### src/hdl/tedq_pkg.sv
// Package for the timed event queue: item codes, stored entry layout,
// controller states and the command/status bundles. No dependencies.
package tedq_pkg;

  localparam int unsigned TimeW   = 31;
  localparam int unsigned VoiceW  = 16;
  localparam int unsigned DurW    = 31;
  localparam int unsigned HandleW = 25;

  typedef enum logic [1:0] {
    KIND_LOAD   = 2'd0,
    KIND_REWIND = 2'd1,
    KIND_TICK   = 2'd2,
    KIND_NONE   = 2'd3
  } kind_e;

  // handle holds arg_handle, arg_count << 16 and is_meta << 24
  typedef struct packed {
    logic [TimeW-1:0]   ev_time;
    logic [VoiceW-1:0]  voice;
    logic [DurW-1:0]    dur;
    logic [HandleW-1:0] handle;
  } entry_t;

  typedef enum logic [2:0] {
    S_IDLE,
    S_LD_RD,
    S_LD_CMP,
    S_TK_RD,
    S_TK_CMP,
    S_TK_PUSH,
    S_TK_LAST
  } state_e;

  typedef struct packed {
    logic latch_in;
    logic ld_init;
    logic rd_en;
    logic rd_sel_idx;
    logic wr_en;
    logic wr_sel_new;
    logic pos_dec;
    logic ld_done;
    logic rewind;
    logic pend_load;
    logic idx_inc;
    logic emit;
    logic emit_last;
    logic tick_done;
  } cmd_t;

  typedef struct packed {
    logic full;
    logic playing;
    logic pos_zero;
    logic shift_hit;
    logic idx_end;
    logic due;
    logic pend_valid;
    logic out_free;
  } status_t;

endpackage

### src/hdl/tedq_ctrl.sv
// Controller state machine of the timed event queue.
// Depends on tedq_pkg; drives tedq_dp through cmd_t, watches status_t.
module tedq_ctrl
  import tedq_pkg::*;
(
  input  logic       clk_i,
  input  logic       rst_ni,
  input  logic       in_valid_i,
  input  logic [1:0] in_kind_i,
  input  status_t    status_i,
  output logic       in_ready_o,
  output cmd_t       cmd_o
);
  state_e state_q, state_d;

  always_ff @(posedge clk_i or negedge rst_ni) begin
    if (!rst_ni) begin
      state_q <= S_IDLE;
    end else begin
      state_q <= state_d;
    end
  end

  always_comb begin
    state_d    = state_q;
    cmd_o      = '0;
    in_ready_o = 1'b0;
    case (state_q)
      S_IDLE: begin
        in_ready_o = 1'b1;
        if (in_valid_i) begin
          cmd_o.latch_in = 1'b1;
          case (kind_e'(in_kind_i))
            KIND_LOAD: begin
              if (!status_i.full) begin
                cmd_o.ld_init = 1'b1;
                state_d       = S_LD_RD;
              end
            end
            KIND_REWIND: cmd_o.rewind = 1'b1;
            KIND_TICK: begin
              if (status_i.playing) begin
                state_d = S_TK_RD;
              end
            end
            default: ;
          endcase
        end
      end
      S_LD_RD: begin
        if (status_i.pos_zero) begin
          cmd_o.wr_en      = 1'b1;
          cmd_o.wr_sel_new = 1'b1;
          cmd_o.ld_done    = 1'b1;
          state_d          = S_IDLE;
        end else begin
          cmd_o.rd_en = 1'b1;
          state_d     = S_LD_CMP;
        end
      end
      S_LD_CMP: begin
        cmd_o.wr_en = 1'b1;
        if (status_i.shift_hit) begin
          // move the later entry up one slot and keep looking
          cmd_o.pos_dec = 1'b1;
          state_d       = S_LD_RD;
        end else begin
          cmd_o.wr_sel_new = 1'b1;
          cmd_o.ld_done    = 1'b1;
          state_d          = S_IDLE;
        end
      end
      S_TK_RD: begin
        if (status_i.idx_end) begin
          if (status_i.pend_valid) begin
            state_d = S_TK_LAST;
          end else begin
            cmd_o.tick_done = 1'b1;
            state_d         = S_IDLE;
          end
        end else begin
          cmd_o.rd_en      = 1'b1;
          cmd_o.rd_sel_idx = 1'b1;
          state_d          = S_TK_CMP;
        end
      end
      S_TK_CMP: begin
        if (status_i.due) begin
          if (status_i.pend_valid) begin
            state_d = S_TK_PUSH;
          end else begin
            cmd_o.pend_load = 1'b1;
            cmd_o.idx_inc   = 1'b1;
            state_d         = S_TK_RD;
          end
        end else if (status_i.pend_valid) begin
          state_d = S_TK_LAST;
        end else begin
          cmd_o.tick_done = 1'b1;
          state_d         = S_IDLE;
        end
      end
      S_TK_PUSH: begin
        // another event is due, so the held one is not the last
        if (status_i.out_free) begin
          cmd_o.emit      = 1'b1;
          cmd_o.pend_load = 1'b1;
          cmd_o.idx_inc   = 1'b1;
          state_d         = S_TK_RD;
        end
      end
      S_TK_LAST: begin
        if (status_i.out_free) begin
          cmd_o.emit      = 1'b1;
          cmd_o.emit_last = 1'b1;
          cmd_o.tick_done = 1'b1;
          state_d         = S_IDLE;
        end
      end
      default: state_d = S_IDLE;
    endcase
  end
endmodule

### config.mk
export PLATFORM = sky130hd
export DESIGN_NAME = tedq_ctrl
export DESIGN_NICKNAME = d
export VERILOG_FILES = /design/src/hdl/tedq_pkg.sv /design/src/hdl/tedq_ctrl.sv
export SDC_FILE = /design/constraint.sdc
export NUM_CORES = 1
export LEC_CHECK = 0
export BUFFER_PORTS_ARGS = -buffer_cell sky130_fd_sc_hd__buf_2
export CAP_MARGIN = 20
export CELL_PAD_IN_SITES_DETAIL_PLACEMENT = 1
export CELL_PAD_IN_SITES_GLOBAL_PLACEMENT = 2
export CORE_MARGIN = 10
export CORE_UTILIZATION = 21
export DETAILED_ROUTE_END_ITERATION = 12
export GPL_ROUTABILITY_DRIVEN = 0
export GPL_TIMING_DRIVEN = 0
export PLACE_DENSITY_LB_ADDON = 0.15
export REMOVE_ABC_BUFFERS = 1
export SLEW_MARGIN = 20
export SYNTH_ARGS = -nofsm -noshare
export SYNTH_HDL_FRONTEND = slang
export SYNTH_SLANG_ARGS = --single-unit
### constraint.sdc
create_clock -name clk_i -period 1.6 [get_ports clk_i]
set_input_delay 0.24 -clock clk_i [delete_from_list [all_inputs] [get_ports clk_i]]
set_output_delay 0.24 -clock clk_i [all_outputs]
set_load 0.01 [all_outputs]
==> flow_summary.ini <==
[clock_network]
cts_max_level = 1
cts_root_buffer = clkbuf_4
clock_latency_ns = 0.23
clk_pin_slew_ns = 0.04
clock_sinks = 3
numCtsBuffers = 3
cts_tree = done
cts_buffer_depth = 2

[grt]
grt_max_degree = 10
antenna_found_initial = 0
grt-busiest-layer = met2
grt_util_met2_pct = 14.8
grt_pass1_wl_mm = 2.85
grt_pass1_vias = 638
grt_util_met1_pct = 8.39
track_usage_pct = 7.90
gr-total-overflow = 0
use_met3_pct = 1.65

[timing]
rsz0062_at_grt = true
finClkSkew_ns = 0.000560
worstMarginPinSlew_ns = 0.451
fmaxAchievable_mhz = 610
setup_ws_ns = -0.0385
relSlewSlack_pct = 69.8
slew_violations = 0
holdWs_ns = 0.323
finalHoldViolCount = 0
fin_crit_ns = 1.64
finalSetupTns_ns = -0.115
setup_viol = 6
finalCritPeriodShare_pct = 102

[detailed_routing]
avgRoutedWirePerCell_um = 14.2
via_per_inst = 4.48
first_pass_iters = 4
routed-via-count = 583
drt_iter0_drc = 10
ant_nets = 0
wl_mm = 1.84
remaining_drc_errors = 0

[floorplan]
ios = 28
floorplan.initialDensity_pct = 21.8
die_area_mm2 = 0.00455
chipHeight_um = 67.5
rows = 17
core_mm2 = 0.00217
dieWidth_um = 67.5

[synth]
synthTopCellsByArea = dfrtp_1, nand2b_1, buf_4
synth_cell_types = 28
yosys_register_bits = 3
synth_top_area_share_pct = 15.9
postSynthCellCount = 61
ys.flop_type = dfrtp_1
synth_edf_count = 0
synth_warnings = 0
async_reset_ff_share_pct = 100
yosys-top-cells-count = a21oi_1, nand2b_1, nor2_1
synthesis.area_um2 = 473
avgSynthCellArea_um2 = 7.75
post-synth-top-area-cell = dfrtp_1
ys_seq_area_share_pct = 15.9

[final_layout]
regMostFlops = state_q
finalNetCount = 118
post-route-util_pct = 39.6
diodes = 0
fillers = 285
reg_top3 = state_q: 3 flops
final_cells = 130
layout-drive-gt1-share_pct = 62.7
area_delta_synth_final_pct = 81.7
largest_reg_flops = 3
multi_input_area_um2 = 412
final-seq-area_um2 = 78.8

[worst_hold_path]
hold_path.class = input port to asynchronous set/reset pin

[outcome]
violations = setup timing
status = finished, violations left

[setup_path]
crit_path_max_fanout = 4
cp.required_ns = 1.36
end_kind = output pin
crit_arrival_ns = 1.40
worstSetupPathType = flip-flop to output pin
crit_path_start_kind = flip-flop

[place]
pre_cts_slack_ns = -0.148
hpwl_mm = 1.21
place.port_buffers = 27
placedCellCount = 111

[power]
p_leak_uw = 0.000406
power_density_mw_per_mm2 = 1530
ir_drop_uv = 898

[run]
maxCapViolCount = 0
report_power, final:
group | switching, uW | total, uW | internal, uW
Clock | 39.2 | 133 | 93.5
Combinational | 443 | 1030 | 584
Sequential | 50.1 | 158 | 108
Total | 533 | 1320 | 785
logic make-up after synthesis:
logic type	after synthesis	share of synthesized area, %
multiplexers	1	2.12
flip-flops	3	15.9
AND/OR/NAND/NOR	31	43.9
adder cells (fa/ha/maj)	2	5.29
buffers and inverters	9	10.6
AO/OA/AOI/OAI	15	22.2
placed cells by master (no fill, tap or decap), types with 2 or more instances in the layout:
cell,count
buf_6,4
nand2b_1,2
nand2_1,3
nor2b_1,2
ha_1,2
a21oi_2,3
buf_4,9
buf_2,26
a211oi_2,2
nor3b_2,3
clkbuf_4,3
dfrtp_2,3
a211o_1,2
nor2_1,5
buf_12,2
o22ai_1,2
inv_1,4
or2b_1,2
nand2b_4,3
a21oi_1,2
nor4_2,2
nor3b_1,2
or2_4,2
path summary, 6_finish.rpt:
check / start / endpoint / slack, ns / cells past startpoint
max: state_q[1] / cmd_o[12] / -0.04 / 5
min: rst_ni / state_q[1] / 0.32 / 2
max reg2reg: state_q[0] / state_q[1] / 0.12 / 6
max in group asynchronous: rst_ni / state_q[0] / 1.16 / 2
min in group clk_i: status_i[2] / state_q[0] / 0.40 / 4
min reg2reg: state_q[1] / state_q[2] / 0.69 / 2
layer usage:
metal	share of wire, %	wire length [um]
met4	0	0
met5	0	0
met2	55	1020
met1	38	697
met3	6.8	126
final cells by class:
type / instances / share of cell area (%)
clock buffers: 4 / 3.06
inverters: 4 / 1.75
multi-input cells: 49 / 47.9
flip-flops and latches: 3 / 9.17
well taps: 28 / 4.08
repair buffers: 42 / 34.1
stage by stage:
| stage | area [um^2] | power, uW |
|---|---|---|
| floorplan | 438 | 506 |
| finish | 860 | 1320 |
| CTS | 805 | 1190 |
| global placement | 608 | 700 |
| detailed placement | 608 | 700 |
| global route | 860 | 1420 |
what timing repair did:
item / CTS / global route
hold buffers: 1 / 0
setup endpoints to repair: 14 / 11
pin swaps: 5 / 5
gates resized for setup: 14 / 8
endpoints found under the hold margin: 3 / 0
buffers inserted: 11 / 3
worst max-delay path: stages, from the launching register on:
cell and delay, ns:
dfrtp_2 0.44, buf_12 0.14, nor3_4 0.17, nand2_2 0.10, nor4_2 0.14, buf_2 0.17
Note: power is estimated with default switching activity, not from simulation.
